$ cat src/rtl/fwlw_pkg.sv
// Shared types and constants for the frequency to log weight matrix block.
`timescale 1ns / 1ps
`default_nettype none
package fwlw_pkg;

	localparam logic ACT_LOAD  = 1'b0;
	localparam logic ACT_FETCH = 1'b1;

	localparam logic CFG_MODE   = 1'b0;
	localparam logic CFG_LENGTH = 1'b1;

	localparam logic [1:0] ST_OK         = 2'd0;
	localparam logic [1:0] ST_TOTAL_ZERO = 2'd1;
	localparam logic [1:0] ST_ROW_ZERO   = 2'd2;
	localparam logic [1:0] ST_INCOMPLETE = 2'd3;

	localparam int ROW_SUM_W = 22;
	localparam int TOTAL_W   = 26;
	localparam int COUNT_W   = 16;
	localparam int WEIGHT_W  = 40;
	localparam int LOG_W     = 30;
	localparam int QUEUE_DEPTH = 2;

	localparam logic [ROW_SUM_W-1:0] ROW_SUM_MAX = '1;
	localparam logic [TOTAL_W-1:0]   TOTAL_MAX   = '1;
	localparam logic [31:0]          LN2_Q32     = 32'hB17217F8;

	typedef struct packed {
		logic [1:0]           status;
		logic                 last;
		logic [3:0]           row;
		logic [5:0]           column;
		logic [COUNT_W-1:0]   count;
		logic [TOTAL_W-1:0]   total;
		logic [ROW_SUM_W-1:0] rowsum;
	} cmd_t;

endpackage
`default_nettype wire

$ cat src/rtl/fwlw_log.sv
// Iterative log2 unit: normalization shifts, then one mantissa squaring per cycle.
`timescale 1ns / 1ps
`default_nettype none
module fwlw_log (
	input  wire                           clk,
	input  wire                           arst_n,
	input  wire                           start,
	input  wire [fwlw_pkg::TOTAL_W-1:0]   x,
	output logic                          done,
	output logic [fwlw_pkg::LOG_W-1:0]    result
);
	import fwlw_pkg::*;

	localparam logic [1:0] L_IDLE = 2'd0;
	localparam logic [1:0] L_NORM = 2'd1;
	localparam logic [1:0] L_SQ   = 2'd2;
	localparam logic [1:0] L_DONE = 2'd3;

	logic [1:0]  state_q;
	logic [30:0] m_q;
	logic [4:0]  e_q;
	logic [4:0]  bit_q;
	logic [61:0] sq;

	assign done = (state_q == L_DONE);
	assign sq   = 62'(m_q) * 62'(m_q);

	always_ff @(posedge clk) begin
		if (start && (state_q == L_IDLE || state_q == L_DONE)) begin
			m_q    <= 31'(x);
			e_q    <= 5'd30;
			bit_q  <= 5'd23;
			result <= '0;
		end else if (state_q == L_NORM) begin
			if (m_q[30]) begin
				result[29:24] <= {1'b0, e_q};
			end else if (m_q[30:27] == 4'd0) begin
				m_q <= m_q << 4;
				e_q <= e_q - 5'd4;
			end else begin
				m_q <= m_q << 1;
				e_q <= e_q - 5'd1;
			end
		end else if (state_q == L_SQ) begin
			if (sq[61]) begin
				result[bit_q] <= 1'b1;
				m_q <= sq[61:31];
			end else begin
				m_q <= sq[60:30];
			end
			bit_q <= bit_q - 5'd1;
		end
	end

	always_ff @(posedge clk or negedge arst_n) begin
		if (!arst_n) begin
			state_q <= L_IDLE;
		end else begin
			unique case (state_q)
				L_IDLE, L_DONE: begin
					state_q <= start ? L_NORM : L_IDLE;
				end
				L_NORM: begin
					if (m_q == '0) begin
						state_q <= L_DONE;
					end else if (m_q[30]) begin
						state_q <= L_SQ;
					end
				end
				L_SQ: begin
					if (bit_q == 5'd0) begin
						state_q <= L_DONE;
					end
				end
				default: state_q <= L_IDLE;
			endcase
		end
	end
endmodule
`default_nettype wire

$ cat src/rtl/fwlw_back.sv
// Back part: log difference, scaling by ln2 and count, and the output register.
`timescale 1ns / 1ps
`default_nettype none
module fwlw_back (
	input  wire                 clk,
	input  wire                 arst_n,
	input  wire                 avail,
	input  fwlw_pkg::cmd_t      head,
	output logic                pop,
	output logic                out_valid,
	input  wire                 out_ready,
	output logic [39:0]         weight,
	output logic [1:0]          status,
	output logic [3:0]          row,
	output logic [5:0]          column,
	output logic                last
);
	import fwlw_pkg::*;

	localparam logic [2:0] B_IDLE   = 3'd0;
	localparam logic [2:0] B_LOGT   = 3'd1;
	localparam logic [2:0] B_STARTR = 3'd2;
	localparam logic [2:0] B_LOGR   = 3'd3;
	localparam logic [2:0] B_MULW   = 3'd4;
	localparam logic [2:0] B_EMIT   = 3'd5;

	logic [2:0]         state_q;
	cmd_t               cmd_q;
	logic [LOG_W-1:0]   lt_q;
	logic [LOG_W-1:0]   ln_s1;
	logic [WEIGHT_W-1:0] w_q;
	logic               log_start;
	logic [TOTAL_W-1:0] log_x;
	logic               log_done;
	logic [LOG_W-1:0]   log_res;
	logic [LOG_W-1:0]   diff;
	logic [61:0]        ln_prod;
	logic [46:0]        w_prod;

	assign pop       = (state_q == B_IDLE) && avail;
	assign log_start = (pop && head.status == ST_OK) || (state_q == B_STARTR);
	assign log_x     = (state_q == B_STARTR) ? TOTAL_W'(cmd_q.rowsum) : head.total;
	assign diff      = (lt_q > log_res) ? lt_q - log_res : '0;
	assign ln_prod   = 62'(diff) * 62'(LN2_Q32);
	assign w_prod    = 47'(cmd_q.count) * 47'(ln_s1) + 47'd128;

	fwlw_log u_log (
		.clk   (clk),
		.arst_n(arst_n),
		.start (log_start),
		.x     (log_x),
		.done  (log_done),
		.result(log_res)
	);

	always_ff @(posedge clk) begin
		if (pop) begin
			cmd_q <= head;
			w_q   <= '0;
		end
		if (state_q == B_LOGT && log_done) begin
			lt_q <= log_res;
		end
		if (state_q == B_LOGR && log_done) begin
			ln_s1 <= ln_prod[61:32];
		end
		if (state_q == B_MULW) begin
			w_q <= WEIGHT_W'(w_prod[46:8]);
		end
		if (state_q == B_EMIT && (!out_valid || out_ready)) begin
			weight <= w_q;
			status <= cmd_q.status;
			row    <= cmd_q.row;
			column <= cmd_q.column;
			last   <= cmd_q.last;
		end
	end

	always_ff @(posedge clk or negedge arst_n) begin
		if (!arst_n) begin
			state_q   <= B_IDLE;
			out_valid <= 1'b0;
		end else begin
			if (state_q == B_EMIT && (!out_valid || out_ready)) begin
				out_valid <= 1'b1;
			end else if (out_valid && out_ready) begin
				out_valid <= 1'b0;
			end
			unique case (state_q)
				B_IDLE: begin
					if (avail) begin
						state_q <= (head.status == ST_OK) ? B_LOGT : B_EMIT;
					end
				end
				B_LOGT: begin
					if (log_done) begin
						state_q <= B_STARTR;
					end
				end
				B_STARTR: state_q <= B_LOGR;
				B_LOGR: begin
					if (log_done) begin
						state_q <= B_MULW;
					end
				end
				B_MULW: state_q <= B_EMIT;
				B_EMIT: begin
					if (!out_valid || out_ready) begin
						state_q <= B_IDLE;
					end
				end
				default: state_q <= B_IDLE;
			endcase
		end
	end
endmodule
`default_nettype wire

$ cat config.mk
export PLATFORM = sky130hd
export DESIGN_NAME = fwlw_back
export DESIGN_NICKNAME = d
export VERILOG_FILES = /design/src/rtl/fwlw_pkg.sv /design/src/rtl/fwlw_log.sv /design/src/rtl/fwlw_back.sv
export SDC_FILE = /design/constraint.sdc
export NUM_CORES = 2
export LEC_CHECK = 0
export ABC_AREA = 1
export BUFFER_PORTS_ARGS = -buffer_cell sky130_fd_sc_hd__buf_2
export CORE_AREA = 2 2 328 330
export DETAILED_ROUTE_END_ITERATION = 6
export DIE_AREA = 0 0 330 332
export PLACE_DENSITY = 0.95
export SLEW_MARGIN = 15
export SYNTH_ARGS = -nofsm -noshare
export SYNTH_HDL_FRONTEND = slang
export SYNTH_SLANG_ARGS = --single-unit
$ cat constraint.sdc
create_clock -name clk -period 22.4 [get_ports clk]
set_input_delay 1.12 -clock clk [delete_from_list [all_inputs] [get_ports clk]]
set_output_delay 1.12 -clock clk [all_outputs]
set_load 0.02 [all_outputs]
Word-level counts from Yosys, hierarchy flattened. Cells that the tools add are included.

Input port bits: 81. RAM bits: 0. ROM bits: 0. Bits in latches: 0. Memories kept: 0. Output and inout port bits: 55. Register bits: 279.

Bitwise logic cells: 3. $lt $le $gt $ge: 3. Reduce and logical (&&, ||, !) cells: 32. Add/subtract/negate cells: 5. Equal/unequal tests: 17. Mux-type cells: 30. Div/mod/pow operators: 0. Shifts and indexed selects: 0. Multipliers: 3.

Operator list (number): $mux W31 (5); $mux W30 (3); $mux W39 (2); $mul A31 B31 Y62 (1); $mul A30 B29 Y59 const B (1); $mux W26 (2); $add A46 B8 Y47 const B (1); $mul A16 B30 Y46 (1); $logic_not A31 Y1 (1); $gt A30 B30 Y1 (1); $or A30 B30 Y30 (1); $sub A30 B30 Y30 (1); $pmux W3 S6 (1); $mux W3 (5); $mux W6 (2); $ne A2 B2 Y1 const B (5); $reduce_and A2 Y1 (5); $sub A5 B1 Y5 const B (2); $logic_and A1 B1 Y1 (8); $reduce_bool A2 Y1 (4); $eq A3 B2 Y1 const B (2); $eq A3 B3 Y1 const B (2); $lt A5 B6 Y1 const B (1); $mux W2 (3); 23 further kinds (33).

Longest topological paths before layout.
Depth after elaboration: 8. Gate-level depth with buffers: 48. Depth with buffers taken out: 48.

Modules after synthesis. Synthesis repeated with hierarchy kept, for this count alone.

Cells, all modules: 9263. Area, all modules: 74612.8 um2.

Modules (own cells, without submodules): fwlw_back (instances 1, cells each 4810, area an instance 40888.0 um2, sequential area each 6165.9 um2); fwlw_log (instances 1, cells each 4453, area an instance 33724.8 um2, sequential area each 1731.7 um2).

Worst setup path after synthesis. OpenSTA, ideal clock, no wires.

Kind: register to register. From: reg lt_q[0]. To: reg ln_s1[27] (data pin). Cell stages (with the launch flop): 41. Buffers on the path: 0. Arrival time: 7.950 ns. Period minus slack after synthesis: 8.203 ns. Slack: 14.197 ns. Path through: edfxtp_1 -> inv_1 -> ha_1 -> inv_1 -> fa_1 -> nand3_1 -> nand2_1 -> nand2_1 -> nand2_1 -> nand3_1 -> nand2_1 -> a21oi_1 -> o21bai_1 -> inv_1 -> o21ai_0 -> inv_1 -> fa_1 -> inv_1 -> [... 5 more ...] -> inv_1 -> fa_1 -> fa_1 -> fa_1 -> ha_1 -> ha_1 -> a21oi_1 -> inv_1 -> a21oi_1 -> inv_1 -> a21oi_1 -> inv_1 -> a21oi_1 -> inv_1 -> nand2_1 -> nand3_1 -> nand2_1 -> nand2_1.

Word-level cells in the longest chain between the ends: 3. Elaborated cells between the ends (all ways): 4. Classes of those cells: add/sub (1); mul (1); order compare (1); mux (1).

Ends and longest elaborated chain: start, declared (RTL line fwlw_back.sv:29) `logic [LOG_W-1:0] lt_q;`; start signal, assigned (RTL line fwlw_back.sv:62) `lt_q <= log_res;`; $sub A30 B30 Y30 / $gt A30 B30 Y1 (equally long branches) (RTL line fwlw_back.sv:43) `assign diff = (lt_q > log_res) ? lt_q - log_res : '0;`; $mux W30 * (RTL line fwlw_back.sv:43); $mul A30 B29 Y59 * (RTL line fwlw_back.sv:44) `assign ln_prod = 62'(diff) * 62'(LN2_Q32);`; named net ln_prod[59] (RTL line fwlw_back.sv:37) `logic [61:0] ln_prod;`; end signal, assigned (RTL line fwlw_back.sv:65) `ln_s1 <= ln_prod[61:32];`; end, declared (RTL line fwlw_back.sv:30) `logic [LOG_W-1:0] ln_s1;`.

Mark *: on every way through the listed nets, which the timed path passes. The rest lies on a longest branch. A chain may end at the register's enable or synchronous reset.

Worst setup path in the final report.
From: reg lt_q[0]. To: reg ln_s1[17] (data pin).

The elaborated chain is that of the path after synthesis.

==> reports/qor.yml <==
outcome: "finished with violations"
violations: "DRC"
clkSinkCount: 279
drc: 35
core_area_um2: 106000
cts_resized: 0
vias_per_cell: 5.76
grt_pass1_wl_um: 346000
wl_per_cell_um: 21.1
place.gp.congestion: 1.02
fin_skew_ns: 0.0425
finalHoldWorstSlack_ns: 0.350
final_common_cell: "inv_1"
required_ns: 22.76
hold_violations: 0
cp_slowest_cell: "fa_1"
drtAntennaViolNets: 0
dp_slack_ns: 13.04
ys_types: 60
grt_max_degree: 51
ys_seq_area_share_pct: 10.7
synthMuxAreaShare_pct: 0.0153
chipHeight_um: 332
clockBufferDepth: 3
layout-drive-gt1-share_pct: 3.76
rsz0062_at_grt: "false"
track_usage_pct: 41.1
period_share_pct: 41.7
syn-cell-area_um2: 73800
num_vias: 60107
htree_num_levels: 2
max_stage_delay_ns: 0.75
hold_class: "in -> async"
synth_compound_area_share_pct: 4.92
synth_top_family_by_area: "adder cells"
synthAdderAreaFrac_pct: 53.1
post-route-util_pct: 72.4
fp-row-count: 120
met2_length_um: 102000
nets: 11319
synth_top_area_cell: "fa_1"
dieArea_um2: 110000
cts_tree: "done"
crit_path_start_kind: "flip-flop"
n_fill_cell: 7579
async_flop_share_pct: 2.15
antenna_found_initial: 7
num_io_pins: 136
first_iter_violations: 5987
synth_top_area_share_pct: 40.0
synth-simple-area-share_pct: 14.6
area_growth_pct: 4.32
synth-seq-cells: 279
synthTopCellsByArea: "fa_1 40%, inv_1 14%, ha_1 13%"
postCtsHoldBufs: 0
yosys_warnings: 0
firstDrtPassIters: 7
setup_violations: 0
fmax_mhz: 107
cp.arrival_ns: 9.69
clkLatencyLatePin_ns: 0.64
post-cts-setup-buffers: 0
portBuffers: 134
finalWorstSetupSlack_ns: 13.06
clkTransAtPathRegs_ns: 0.06
wl_met3_um: 25200
start_util_pct: 69.4
wirelength_um: 220000
synth_flop_cell: "edfxtp_1"
cts_root_buf: "clkbuf_16"
hpwl_um: 185000
worst_pin_slew_ns: 1.04
fp.dieW_um: 330
worst_setup_path_end_kind: "flip-flop"
synth_nets: 11330
grt_remaining_overflow: 0
fin_crit_ns: 9.34
numCtsBuffers: 37
synth_edf_count: 228
syn_area_per_cell_um2: 8.19
critical_path.most_common_cell: "fa_1"
crit_type: "reg -> reg"
maxSlewViolCount: 0
grt_pass1_vias: 65839
synth-xor-area-share_pct: 0.972
layout_common_cells: "2795 x inv_1, 1872 x nand2_1, 1474 x fa_1, 771 x ha_1, 407 x nor2_1"
met1_length_um: 78300
crit_fanout: 23
slew_headroom_pct: 30.6
top_layer: "met5"
max-cap-violations: 0
finalSetupTns_ns: 0
netlist_instances: 9004
-- metal layers --
layer,global-route usage [%],vias up
met3,10.2,1142
met4,22.5,4
met5,0.577,-
met2,66.0,4057
met1,51.1,28720
li1,-,26184
-- registers in the layout (all words and copies together), names as in the netlist --
register	flops
u_log.e_q	5
u_log.m_q	31
u_log.result	30
out_valid	1
cmd_q	51
state_q	3
u_log.bit_q	5
row	4
last	1
status	2
ln_s1	30
u_log.state_q	2
w_q	39
lt_q	30
weight	39
column	6
-- path summary, 6_finish.rpt --
kind | endpoint | slack (ns) | startpoint | cells after the start
worst max register to register | ln_s1[17]$_DFFE_PP_ | 13.06 | lt_q[0]$_DFFE_PP_ | 38
max in group asynchronous | state_q[1]$_DFFE_PN0P_ | 21.87 | arst_n | 1
min in group clk | weight[3]$_DFFE_PP_ | 0.41 | w_q[3]$_SDFFCE_PN0P_ | 0
worst min register to register | weight[3]$_DFFE_PP_ | 0.41 | w_q[3]$_SDFFCE_PN0P_ | 0
worst max-delay path | ln_s1[17]$_DFFE_PP_ | 13.06 | lt_q[0]$_DFFE_PP_ | 38
worst min-delay path | state_q[2]$_DFFE_PN0P_ | 0.35 | arst_n | 1
-- cells by family (layout without fill, tap and decap cells) --
family	after synthesis	count (layout)
AOI/OAI and AO/OA	653	653
xor gates and xnor gates	81	81
adders and majority gates	2245	2245
buffers and inverters	3065	3082
DFF	279	279
muxes	1	1
other	1	4
and+or+nand+nor	2679	2679
-- final cells by class --
class	count	area (um^2)	area share [%]
inverter	2808	10500	13.7
multi-input combinational	5660	54300	70.6
clock buffer	43	958	1.25
clock inverter	24	213	0.276
sequential	279	7900	10.3
tap	1403	1760	2.28
antenna	3	7.51	0.00976
timing repair buffer	207	1240	1.61
-- synthesized netlist by cell type, types with 10 or more instances --
cell	n
inv_1	2795
nand2_1	1872
fa_1	1474
ha_1	771
nor2_1	413
a21oi_1	326
clkbuf_1	236
nand3_1	229
edfxtp_1	228
o21ai_0	188
nand4_1	53
xor2_1	50
dfxtp_1	45
nor3_1	40
o21bai_1	31
xnor2_1	30
a21o_1	22
o21a_1	21
nand2_2	13
o211ai_1	13
inv_2	12
nor4_1	11
a31oi_1	10
or2_2	10
-- critical path: cells and delay by family, from the launching register on --
family          cells  cell delay (ns)
flops               1             0.32
buf+inv             9             0.72
xor+xnor            1             0.16
fa+ha+maj          11             4.99
simple gates       12             1.86
compound gates      5             1.02
-- stage by stage --
step	area (um^2)	std cells
finish	77000	10427
detailed placement	75700	10355
global route	76900	10424
floorplan	73800	9004
global placement	75700	10355
CTS	76900	10422
Power is left out: the tool's default activity adds up to more than one toggle a clock period on the data nets, which glitch-free logic cannot reach.
