**config.mk**
```make
export PLATFORM = sky130hd
export DESIGN_NAME = fwlw_queue
export DESIGN_NICKNAME = d
export VERILOG_FILES = /design/src/rtl/fwlw_pkg.sv /design/src/rtl/fwlw_queue.sv
export SDC_FILE = /design/constraint.sdc
export NUM_CORES = 1
export LEC_CHECK = 0
export BUFFER_PORTS_ARGS = -buffer_cell sky130_fd_sc_hd__buf_2
export CORE_UTILIZATION = 58
export CTS_BUF_LIST = sky130_fd_sc_hd__clkbuf_8
export CTS_CLUSTER_DIAMETER = 200
export DETAILED_ROUTE_END_ITERATION = 12
export PLACE_DENSITY = 0.85
export SETUP_SLACK_MARGIN = 0.4
export SYNTH_ARGS = -nofsm -noshare
export SYNTH_HDL_FRONTEND = slang
export SYNTH_SLANG_ARGS = --single-unit
```
**constraint.sdc**
```tcl
create_clock -name clk -period 12.3 [get_ports clk]
set_clock_uncertainty 0.05 [all_clocks]
set_input_delay 2.46 -clock clk [delete_from_list [all_inputs] [get_ports clk]]
set_output_delay 2.46 -clock clk [all_outputs]
set_load 0.005 [all_outputs]
```
**src/rtl/fwlw_pkg.sv**
```systemverilog
// Shared types and constants for the frequency to log weight matrix block.
`timescale 1ns / 1ps
`default_nettype none
package fwlw_pkg;

	localparam logic ACT_LOAD  = 1'b0;
	localparam logic ACT_FETCH = 1'b1;

	localparam logic CFG_MODE   = 1'b0;
	localparam logic CFG_LENGTH = 1'b1;

	localparam logic [1:0] ST_OK         = 2'd0;
	localparam logic [1:0] ST_TOTAL_ZERO = 2'd1;
	localparam logic [1:0] ST_ROW_ZERO   = 2'd2;
	localparam logic [1:0] ST_INCOMPLETE = 2'd3;

	localparam int ROW_SUM_W = 22;
	localparam int TOTAL_W   = 26;
	localparam int COUNT_W   = 16;
	localparam int WEIGHT_W  = 40;
	localparam int LOG_W     = 30;
	localparam int QUEUE_DEPTH = 2;

	localparam logic [ROW_SUM_W-1:0] ROW_SUM_MAX = '1;
	localparam logic [TOTAL_W-1:0]   TOTAL_MAX   = '1;
	localparam logic [31:0]          LN2_Q32     = 32'hB17217F8;

	typedef struct packed {
		logic [1:0]           status;
		logic                 last;
		logic [3:0]           row;
		logic [5:0]           column;
		logic [COUNT_W-1:0]   count;
		logic [TOTAL_W-1:0]   total;
		logic [ROW_SUM_W-1:0] rowsum;
	} cmd_t;

endpackage
`default_nettype wire

```
**src/rtl/fwlw_queue.sv**
```systemverilog
// Short command queue between the front and the back.
`timescale 1ns / 1ps
`default_nettype none
module fwlw_queue (
	input  wire               clk,
	input  wire               arst_n,
	input  wire               push,
	input  fwlw_pkg::cmd_t    push_cmd,
	output logic              full,
	input  wire               pop,
	output logic              avail,
	output fwlw_pkg::cmd_t    head
);
	import fwlw_pkg::*;

	localparam int PW = $clog2(QUEUE_DEPTH);

	cmd_t          mem_q [QUEUE_DEPTH];
	logic [PW-1:0] wptr_q;
	logic [PW-1:0] rptr_q;
	logic [PW:0]   cnt_q;

	assign full  = (cnt_q == (PW+1)'(QUEUE_DEPTH));
	assign avail = (cnt_q != '0);
	assign head  = mem_q[rptr_q];

	always_ff @(posedge clk) begin
		if (push && !full) begin
			mem_q[wptr_q] <= push_cmd;
		end
	end

	always_ff @(posedge clk or negedge arst_n) begin
		if (!arst_n) begin
			wptr_q <= '0;
			rptr_q <= '0;
			cnt_q  <= '0;
		end else begin
			if (push && !full) begin
				wptr_q <= (wptr_q == PW'(QUEUE_DEPTH-1)) ? '0 : wptr_q + PW'(1);
			end
			if (pop && avail) begin
				rptr_q <= (rptr_q == PW'(QUEUE_DEPTH-1)) ? '0 : rptr_q + PW'(1);
			end
			cnt_q <= cnt_q + (PW+1)'(push && !full) - (PW+1)'(pop && avail);
		end
	end
endmodule
`default_nettype wire

```
After elaboration in Yosys (flattened, before gate mapping) --
Memories as Yosys holds them, arrays and structs flattened. Cells that the tools add are included.
Operators by class: $add $sub $neg 4, eq/ne operators 1, reductions and logical operators 4, muxes and demuxes 4
Operators by type and width (count):
- 1-bit two-way mux | 4
- 1-bit adder, second input constant | 2
- 2-bit by 1-bit adder with 2-bit output | 1
- 2-bit equality test, second input constant | 1
- 1-bit logical AND | 2
- 2-bit nonzero test | 1
- 2-bit by 1-bit subtractor with 2-bit output | 1
- 1-bit zero test | 1
Word-level totals: logic and storage cells 17, memory bits (writable) 154, output and inout port bits 79, register bits after elaboration 4, memories 1, bits of input ports 81
Memory list:
- mem_q | words 2, bits a word 77, rd ports 1, clocked after Yosys merged registers in 0, write ports 1, line fwlw_queue.sv:18 | cmd_t mem_q [QUEUE_DEPTH];

Depth between registers and ports, before layout --
Gate-level depths: netlist of the first run.
word-level depth 5, mapped depth 7, gate-level depth less buffers 7

Least setup slack after synthesis of the first run --
No wires, ideal clock.
kind input-to-reg, start point input port push, end point memory mem_q[0][0] (netlist bit), enable pin, stages 2, slack 5.971 ns, path buffers 0, setup time 0.513 ns, data arrival time 5.766 ns, data required time 11.737 ns, cells stage by stage nand2_1 > nor2_1
On the way: cells in the longest elaborated chain, start to end 3
Ends and longest elaborated chain:
- start, declared | line fwlw_queue.sv:7 | input wire push,
- 1-bit logical AND | line fwlw_queue.sv:28 | if (push && !full) begin
- 1-bit two-way mux | line fwlw_queue.sv:28
- 1-bit two-way mux (implied by the code) | line fwlw_queue.sv:29 | mem_q[wptr_q] <= push_cmd;
- end, declared | line fwlw_queue.sv:18
No other way between the ends.

==> qor.csv, run 1 <==
stage,metric,value,unit
sta,period utilisation layout,38.6,%
sta,Final Hold Vio Count,0,
detailed_routing,DRT Wirelength,9370,um
sta,setup TNS,0,ns
placement,Placed Instance Area,6750,um2
cells_and_area,layout filler cell count,631,
cts,CTS tree,built,
critical_path,CP Class,reg -> out,
power,maximum VDD drop,0.000270,V
cells_and_area,share of layout cells above drive strength 1,60.5,%
floorplanning,I/O pins,160,
power,Net Sw Frac,27.0,%
power,internal power,1150,uW
power,Clock Power Share,22.0,%
sta,Slew HR,23.9,%
power,Power Density,222,nW/um2
detailed_routing,initial DRC count,98,
power,P_sw,426,uW
floorplanning,Die X,102,um
critical_path,Critical Path Max Stage Delay,1.16,ns
synthesis,Syn Inst Count,258,
cells_and_area,nets,511,
synthesis,Syn Nets,341,
global_route,number of global-route vias before repair,2898,
cts,clock sinks,158,
synthesis,Yosys cell types,16,
synthesis,mean post-synth cell area,22.6,um2
detailed_routing,post-detailed-route DRC marker count,0,
critical_path,slowest cell on the critical path,dfrtp_4,
floorplanning,Die ar.,10500,um2
cts,Skew-Pair Late Insertion Delay,0.43,ns
cts,deepest clock path buffer count,2,
sta,final setup vio count,0,
critical_path,startpoint types,register,
cts,Setup Buffers After CTS,0,
critical_path,Max Fanout on Critical Path,78,
cells_and_area,"Core Util, Final",72.8,%
power,sequential share of power,52.0,%
sta,worst slew pin tran,1.14,ns
detailed_routing,DR vias,2934,
global_route,initial antenna violation count,1,
floorplanning,core area,9770,um2
global_route,gr usage total,18.5,%
cells_and_area,P&R area growth vs syn,22.0,%
synthesis,synth warn,0,
critical_path,"Critical Path, Cell by Cell",mux2_2 > buf_2,
cells_and_area,footprint of the multi-input gates,1050,um2
placement,routability cong.,0.645,
sta,Max Fclk,0.211,GHz
placement,placed cell count,542,
hold_path,HP Class,reg -> reg,
detailed_routing,DR WL met2,4760,um
detailed_routing,Post-Route M1 WL,3760,um
placement,pre-CTS setup slack,7.76,ns
cells_and_area,most frequent cells in the layout,"buf_2 (159), edfxtp_1 (154), mux2_2 (57)",
cells_and_area,Final Instance Area,7120,um2
placement,Post-DP HPWL,6010,um
hold_path,hold depth,1,
critical_path,endpoint class of the critical path,primary output,
sta,post-route setup slack,7.55,ns
critical_path,r2r worst-path depth,4,
floorplanning,Initial Utilization,59.7,%
synthesis,register area share after synthesis,80.9,%
cts,CTS Buf Count,17,
cts,CTS Hold Bufs,0,
job,Max Cap Viol,0,
global_route,largest net degree at the start of global routing,79,
cts,clock root buffer,clkbuf_8,
global_route,GR Overflow Total,0,
synthesis,Syn Std Cell Area,5840,um2
detailed_routing,DR vias/cell,5.11,
power,leakage power,0.00274,uW
cts,Worst-path clk slew,0.07,ns
detailed_routing,met3 wire length,742,um
global_route,first-pass GRT wire length,13600,um
power,Logic pwr share,26.0,%
synthesis,Synth Register Bits,158,
cts,H-tree depth,4,
critical_path,worst path arrival time,2.24,ns
critical_path,"Req. time, crit path",9.79,ns
floorplanning,Rows,36,
sta,"Min Clock Period, post-route",4.75,ns
cts,post-CTS sizing,0,
placement,port bufs,159,
detailed_routing,Routed Antenna Nets,0,
cells_and_area,Seq. cell area,4730,um2
detailed_routing,router iterations before antenna repair,4,
outcome,status,"finished, final reports clean",
cells_and_area,"commonest non-fill, non-tap cell in the layout",buf_2,
detailed_routing,top sig layer,met4,
sta,Slew Limit Fails,0,
sta,RSZ-0062 raised after global routing,false,
floorplanning,die height,102,um
cells_and_area,Ant. Diodes,0,
cells_and_area,final std cells w/o fill,574,
detailed_routing,drt wl/cell,16.3,um
flip-flops by register name, indices dropped and copies added, names as in the netlist:
name / flops
rptr_q: 1
cnt_q: 2
mem_q: 154
wptr_q: 1
final timing paths:
path                       slack [ns]               start                     end
max                              7.55  rptr_q$_DFFE_PN0P_                head[32]
min                              0.46  cnt_q[1]$_DFF_PN0_      cnt_q[1]$_DFF_PN0_
max reg2reg                      9.80  cnt_q[1]$_DFF_PN0_  mem_q[0][38]$_DFFE_PP_
min reg2reg                      0.46  cnt_q[1]$_DFF_PN0_      cnt_q[1]$_DFF_PN0_
max in group asynchronous       10.29              arst_n      rptr_q$_DFFE_PN0P_
min in group asynchronous        1.77              arst_n      wptr_q$_DFFE_PN0P_
cells in the mapped netlist:
library cell | instances | area (um2)
and2_1 | 1 | 6.26
and3_1 | 1 | 6.26
buf_2 | 5 | 25.0
buf_6 | 4 | 45.0
dfrtp_1 | 4 | 100
edfxtp_1 | 154 | 4620
ha_1 | 2 | 25.0
inv_1 | 2 | 7.51
mux2_2 | 57 | 642
mux2_4 | 20 | 300
nand2_1 | 1 | 3.75
nand2b_1 | 1 | 6.26
nor2_1 | 1 | 3.75
or2_2 | 1 | 6.26
xnor2_1 | 3 | 26.3
xor2_1 | 1 | 8.76
power groups by stage:
stage                     sequential [uW]  clock (uW)  combinational (uW)
after CTS                             824         356                 419
after detailed placement              836           0                 417
final                                 820         347                 411
after global placement                826           0                 409
after global routing                  835         377                 451
after floorplan                       778           0                 308
critical path: cells and delay by family (launching register included):
family                 cells  cell delay [ns]
multiplexers               1             0.44
flip-flops                 1             1.16
buffers and inverters      1             0.13
cell families after synthesis:
group         share of synthesized area (%)
xor+xnor                              0.600
fa+ha+maj                             0.429
buf+inv                                1.33
flops                                  80.9
mux                                    16.1
simple gates                          0.557
per-layer routing:
layer | vias to the layer above | global-route usage (%)
li1 | 1359 | -
met1 | 1429 | 20.6
met2 | 132 | 30.7
met3 | 14 | 8.76
met4 | 0 | 7.47
met5 | - | 0
metrics by stage:
step / hold slack (ns) / total power [uW]
global placement: 0.428 / 1230
CTS: 0.468 / 1600
detailed placement: 0.452 / 1250
global route: 0.502 / 1660
finish: 0.459 / 1580
floorplan: 0.410 / 1090
cell type report:
class,count,share of cell area [%]
clock buffer,17,3.29
clock inverter,15,1.86
inverter,2,0.105
multi-input combinational,89,14.7
sequential,158,66.4
tap,133,2.34
timing repair buffer,160,11.3
Power figures use the tool's default switching activity.
==> run 2, diff against run 1 <==
Settings changed: CORE_UTILIZATION 58 to 54, PLACE_DENSITY 0.85 to 0.8.
Clock period 12.3 ns to 4.9 ns, I/O delays scaled along.
==> run 2 against run 1 <==
Effect of this change:
- total power rose to 2.6 times the previous value
- cell count is 0.52% higher
- global-route usage is 0.69 points lower
- wire length up 2.4%
==> qor.csv, run 2 (synthesis results as in run 1) <==
stage,metric,value,unit,change
outcome,status,"finished, final reports clean",,
cts,H-tree depth,4,,unchanged
sta,final setup vio count,0,,unchanged
detailed_routing,DR vias,2919,,-0.51%
placement,routability cong.,0.686,,+6.4%
sta,Max Fclk,0.307,GHz,
cells_and_area,most frequent cells in the layout,"buf_2 (159), edfxtp_1 (154), mux2_2 (57)",,
sta,"Min Clock Period, post-route",3.26,ns,
critical_path,CP Class,reg -> out,,
cells_and_area,"commonest non-fill, non-tap cell in the layout",buf_2,,
cells_and_area,Regs by FF count,"mem_q: 154 flops, cnt_q: 2 flops",,
cts,CTS tree,built,,
cts,Worst-path clk slew,0.08,ns,about the same
critical_path,"Req. time, crit path",3.87,ns,-5.92 ns
hold_path,HP Class,in -> async,,
cells_and_area,Ant. Diodes,0,,unchanged
sta,Slew HR,22.3,%,-1.6 points
floorplanning,I/O pins,160,,unchanged
floorplanning,Die X,106,um,+3.6%
cells_and_area,"Core Util, Final",69.2,%,-3.6 points
critical_path,r2r worst-path depth,4,,unchanged
critical_path,endpoint class of the critical path,primary output,,
critical_path,R2R Setup Slk,2.63,ns,-7.17 ns
detailed_routing,router iterations before antenna repair,6,,+2
critical_path,worst path arrival time,2.23,ns,about the same
cells_and_area,P&R area growth vs syn,23.5,%,
cts,CTS Hold Bufs,0,,unchanged
detailed_routing,initial DRC count,133,,+36%
global_route,number of global-route vias before repair,3004,,+3.7%
power,leakage power,0.00279,uW,+1.6%
cells_and_area,Final Instance Area,7210,um2,+1.2%
floorplanning,Initial Utilization,56.0,%,-3.7 points
critical_path,RR Endpoint,mem_q[0][70]$_DFFE_PP_,,
cts,CTS Buf Count,17,,unchanged
sta,Slew Limit Fails,0,,unchanged
detailed_routing,DR vias/cell,5.06,,-1.0%
critical_path,startpoint types,register,,
critical_path,Max Fanout on Critical Path,78,,unchanged
critical_path,worst r2r src,cnt_q[1]$_DFF_PN0_,,
sta,period utilisation layout,66.6,%,
sta,worst slew pin tran,1.17,ns,+0.0244 ns
detailed_routing,Routed Antenna Nets,0,,unchanged
cts,Setup Buffers After CTS,0,,unchanged
cells_and_area,Largest register FFs,154,,unchanged
cts,clock sinks,158,,unchanged
cts,Skew-Pair Late Insertion Delay,0.42,ns,about the same
sta,setup TNS,0,ns,unchanged
job,Max Cap Viol,0,,unchanged
detailed_routing,DRT Wirelength,9600,um,+2.4%
floorplanning,core area,10400,um2,+6.6%
cells_and_area,share of layout cells above drive strength 1,60.8,%,+0.23 points
sta,Final Hold Vio Count,0,,unchanged
placement,Post-DP HPWL,6070,um,+0.98%
cells_and_area,layout filler cell count,699,,+11%
power,maximum VDD drop,0.000340,V,+26%
global_route,gr usage total,17.8,%,-0.69 points
power,Power Density,574,nW/um2,+160%
sta,RSZ-0062 raised after global routing,false,,
placement,Placed Instance Area,6770,um2,+0.24%
cells_and_area,Largest Register,mem_q,,
global_route,initial antenna violation count,1,,unchanged
detailed_routing,post-detailed-route DRC marker count,0,,unchanged
placement,port bufs,159,,unchanged
cts,post-CTS sizing,0,,unchanged
floorplanning,die height,106,um,+3.6%
global_route,GR Overflow Total,0,,unchanged
cts,clock root buffer,clkbuf_8,,
floorplanning,Rows,37,,+2.8%
cells_and_area,nets,511,,unchanged
global_route,largest net degree at the start of global routing,79,,unchanged
cts,deepest clock path buffer count,2,,unchanged
detailed_routing,drt wl/cell,16.6,um,+1.9%
global_route,first-pass GRT wire length,14600,um,+7.4%
floorplanning,Die ar.,11200,um2,+7.3%
[run 2: cell types whose count changed in the layout (fill, tap and decap cells not counted)]
cell	change
buf_4	-1
buf_12	+1
clkinv_1	-1
clkinvlp_4	-2
bufinv_16	+3
[run 2: layout make-up]
cell class / instances / area, um2 / share of cell area, %
multi-input cells: 89 / 1050 / 14.5
inverters: 2 / 7.51 / 0.104
clock buffers: 17 / 234 / 3.25
repair buffers: 160 / 816 / 11.3
clock inverters: 15 / 204 / 2.83
flip-flops and latches: 158 / 4730 / 65.6
well taps: 136 / 170 / 2.36
[run 2: routing by layer]
metal	GRT usage, %	wire, um
met3	6.19	688
met4	7.34	100
met1	21.9	3970
met2	28.9	4850
met5	0	0
[run 2: worst max-delay path by stage]
stage                             startpoint                      to  cells after the start  slack (ns)
after CTS                 rptr_q$_DFFE_PN0P_                head[72]                      2        1.58
after detailed placement                push  mem_q[0][28]$_DFFE_PP_                      4        2.06
after floorplan                         push   mem_q[0][0]$_DFFE_PP_                      2        1.34
after global routing      rptr_q$_DFFE_PN0P_                head[72]                      2        1.51
final                     rptr_q$_DFFE_PN0P_                head[72]                      2        1.64
after global placement                  push  mem_q[0][74]$_DFFE_PP_                      4        2.07
[run 2: through the flow]
step	total power (uW)	hold WS, ns	std cells	setup WS, ns
finish	4140	0.301	577	1.64
floorplan	2720	0.410	258	1.34
CTS	4190	0.272	577	1.58
detailed placement	3160	0.443	545	2.06
global placement	3120	0.434	545	2.07
global route	4330	0.266	577	1.51
[run 2: critical path, cell delays in order (launching register included)]
cell and delay, ns:
dfrtp_4 1.21, mux2_2 0.45, buf_2 0.13
[run 2: power by group]
part,total (uW),internal [uW],switching (uW)
clock network,1040,598,439
logic,1040,608,430
registers,2060,1850,214
==> run 3, diff against run 2 <==
Settings changed: ABC_AREA from default to 1.
Clock period 4.9 ns to 3.4 ns, I/O delays scaled along.
==> run 3 against run 2 <==
Effect of this change:
- total power increased by 37%
- first-iteration DRC count increased by 75%
- non-clock buffer count increased by 7
- critical endpoint is now head[49]
- largest power group unchanged
==> qor.csv, run 3 <==
stage,metric,value,unit,change
outcome,status,"finished, final reports clean",,
job,Max Cap Viol,0,,unchanged
detailed_routing,router iterations before antenna repair,4,,-2
critical_path,worst r2r src,wptr_q$_DFFE_PN0P_,,
synthesis,async set or reset register ratio after synthesis,2.53,%,unchanged
cells_and_area,nets,687,,+34%
sta,setup TNS,0,ns,unchanged
detailed_routing,initial DRC count,233,,+75%
sta,Slew Limit Fails,0,,unchanged
detailed_routing,drt wl/cell,14.2,um,-14%
power,Power Density,798,nW/um2,+39%
critical_path,slowest cell on the critical path,buf_4,,
detailed_routing,post-detailed-route DRC marker count,0,,unchanged
synthesis,"count leader, synth",nand2_1,,
cts,Setup Buffers After CTS,0,,unchanged
synthesis,Synth top area share,79.3,%,about the same
sta,Slew HR,44.8,%,+22 points
critical_path,Max Fanout on Critical Path,78,,unchanged
synthesis,"EDFF count, synth",154,,unchanged
global_route,first-pass GRT wire length,16300,um,+11%
sta,RSZ-0062 raised after global routing,false,,
critical_path,CP bufs+invs,2,,+1
critical_path,CP Class,reg -> out,,
sta,worst slew pin tran,0.829,ns,-0.337 ns
detailed_routing,DRT Wirelength,10700,um,+11%
cts,Skew-Pair Late Insertion Delay,0.43,ns,about the same
sta,"Min Clock Period, post-route",2.59,ns,
floorplanning,I/O pins,160,,unchanged
placement,Post-DP HPWL,7010,um,+15%
floorplanning,Die ar.,11200,um2,about the same
cells_and_area,final std cells w/o fill,750,,+30%
detailed_routing,DR vias/cell,4.95,,-2.2%
floorplanning,Die X,106,um,about the same
critical_path,Top Family by Delay on Critical Path,buffers and inverters,,
synthesis,Syn Std Cell Area,5830,um2,about the same
power,leakage power,0.00311,uW,+12%
synthesis,Most used DFF post-synth,edfxtp_1,,
critical_path,CP most frequent cell,nand2_1,,
synthesis,top post-synthesis cells by count,"nand2_1 (244), edfxtp_1 (154), buf_2 (11), inv_1 (9), dfrtp_1 (4)",,
critical_path,"Req. time, crit path",2.67,ns,-1.20 ns
floorplanning,core area,10400,um2,unchanged
critical_path,endpoint class of the critical path,primary output,,
floorplanning,die height,106,um,about the same
critical_path,"Critical Path, Cell by Cell",buf_4 > nand2_1 > nand2_1 > buf_2,,
cells_and_area,Ant. Diodes,0,,unchanged
synthesis,synth warn,0,,unchanged
cts,H-tree depth,4,,unchanged
floorplanning,Rows,37,,unchanged
cells_and_area,Largest register FFs,154,,unchanged
cts,deepest clock path buffer count,2,,unchanged
critical_path,R2R Setup Slk,1.69,ns,-0.94 ns
cells_and_area,"commonest non-fill, non-tap cell in the layout",nand2_1,,
critical_path,Worst Setup SP,rptr_q$_DFFE_PN0P_,,
sta,Max Fclk,0.387,GHz,
critical_path,worst path arrival time,1.86,ns,-0.37 ns
synthesis,Synth Register Bits,158,,unchanged
synthesis,mean post-synth cell area,13.4,um2,-41%
placement,placed cell count,720,,+32%
cells_and_area,"Core Util, Final",68.1,%,-1.1 points
critical_path,crit path to,head[49],,
sta,hold slack final,0.382,ns,+0.0811 ns
critical_path,r2r worst-path depth,4,,unchanged
cts,CTS tree,built,,
synthesis,Syn Inst Count,435,,+69%
critical_path,stages on the worst setup path,4,,+2
cells_and_area,Largest Register,mem_q,,
detailed_routing,Routed Antenna Nets,0,,unchanged
cts,CTS Buf Count,17,,unchanged
synthesis,Synth area leader,edfxtp_1,,
sta,period utilisation layout,76.1,%,
global_route,largest net degree at the start of global routing,79,,unchanged
cts,clock sinks,158,,unchanged
global_route,gr usage total,19.8,%,+2.0 points
critical_path,Critical Path Max Stage Delay,0.65,ns,-0.56 ns
global_route,GR Overflow Total,0,,unchanged
cells_and_area,share of layout cells above drive strength 1,32.4,%,-28 points
placement,port bufs,159,,unchanged
synthesis,Yosys cell types,11,,-5
sta,final setup vio count,0,,unchanged
cts,clock root buffer,clkbuf_8,,
cells_and_area,most frequent cells in the layout,"nand2_1 (244), buf_2 (159), edfxtp_1 (154)",,
sta,Final Hold Vio Count,0,,unchanged
global_route,number of global-route vias before repair,3552,,+18%
cells_and_area,Regs by FF count,"mem_q: 154 flops, cnt_q: 2 flops",,
critical_path,startpoint types,register,,
cells_and_area,layout filler cell count,726,,+3.9%
critical_path,RR Endpoint,mem_q[0][13]$_DFFE_PP_,,
floorplanning,Initial Utilization,56.0,%,about the same
placement,routability cong.,0.749,,+9.2%
hold_path,HP Class,in -> reg,,
global_route,initial antenna violation count,0,,-1
synthesis,Area contributors post-synth,"edfxtp_1 (79%), nand2_1 (16%), dfrtp_1 (1.7%), buf_2 (0.94%), inv_1 (0.58%)",,
power,maximum VDD drop,0.000475,V,+40%
synthesis,Syn Nets,518,,+52%
detailed_routing,DR vias,3712,,+27%
synthesis,register area share after synthesis,81.0,%,about the same
cells_and_area,P&R area growth vs syn,21.7,%,
cts,Worst-path clk slew,0.08,ns,about the same
==> run 3: cell count changes after synthesis, moves of 3 or more <==
cell | before | now
mux2_2 | 57 | 0
buf_2 | 5 | 11
xnor2_1 | 3 | 0
nand2_1 | 1 | 244
nand3_1 | 0 | 3
mux2_4 | 20 | 0
inv_1 | 2 | 9
buf_4 | 0 | 3
==> run 3: kinds of logic after synthesis <==
kind of cell  after synthesis  share of synthesized area (%)
fa+ha+maj                   2                          0.429
buf+inv                    27                           2.55
flops                     158                           81.0
simple gates              248                           16.0
==> run 3: routing by layer <==
layer | global-route usage [%] | part of all wire, % | wire (um) | vias up
li1 | - | - | - | 1791
met1 | 25.2 | 42 | 4440 | 1763
met2 | 31.7 | 49 | 5280 | 147
met3 | 7.11 | 8.0 | 855 | 11
met4 | 7.24 | 1.0 | 108 | 0
met5 | 0 | 0 | 0 | -
==> run 3: power breakdown <==
part / internal (uW) / switching [uW] / total (uW)
combinational: 653 / 1150 / 1800
sequential: 2650 / 99.6 / 2750
clock: 483 / 622 / 1100
==> run 3: worst min path at each step <==
stage | start | end | slack, ns | cells after the start
2_1_floorplan | arst_n | cnt_q[0]$_DFF_PN0_ | 0.33 | 0
3_3_place_gp | wptr_q$_DFFE_PN0P_ | wptr_q$_DFFE_PN0P_ | 0.40 | 2
3_5_place_dp | wptr_q$_DFFE_PN0P_ | wptr_q$_DFFE_PN0P_ | 0.44 | 2
4_1_cts | push_cmd[71] | mem_q[1][71]$_DFFE_PP_ | 0.36 | 1
5_1_grt | push_cmd[39] | mem_q[1][39]$_DFFE_PP_ | 0.34 | 1
6_report | push_cmd[51] | mem_q[1][51]$_DFFE_PP_ | 0.38 | 1
==> run 3: layout make-up <==
type	count	area (um2)	share of cell area, %
clock buffer	17	234	3.30
inverter	10	38.8	0.547
sequential	158	4730	66.6
timing repair buffer	167	883	12.4
clock inverter	12	77.6	1.09
tap	136	170	2.40
multi-input combinational	250	967	13.6
==> run 3: timing repair <==
item                                   in CTS  in global routing
endpoints found under the hold margin       4                  0
hold buffers                                1                  0
gates resized for setup                     0                  0
==> run 3: per-stage QoR <==
stage               power [uW]  setup WS, ns  cell area, um2
finish                    5660         0.814            7100
global route              6020         0.653            7100
CTS                       5710         0.804            7100
detailed placement        4620          1.30            6780
global placement          4550          1.30            6780
floorplan                 3830         0.647            5840
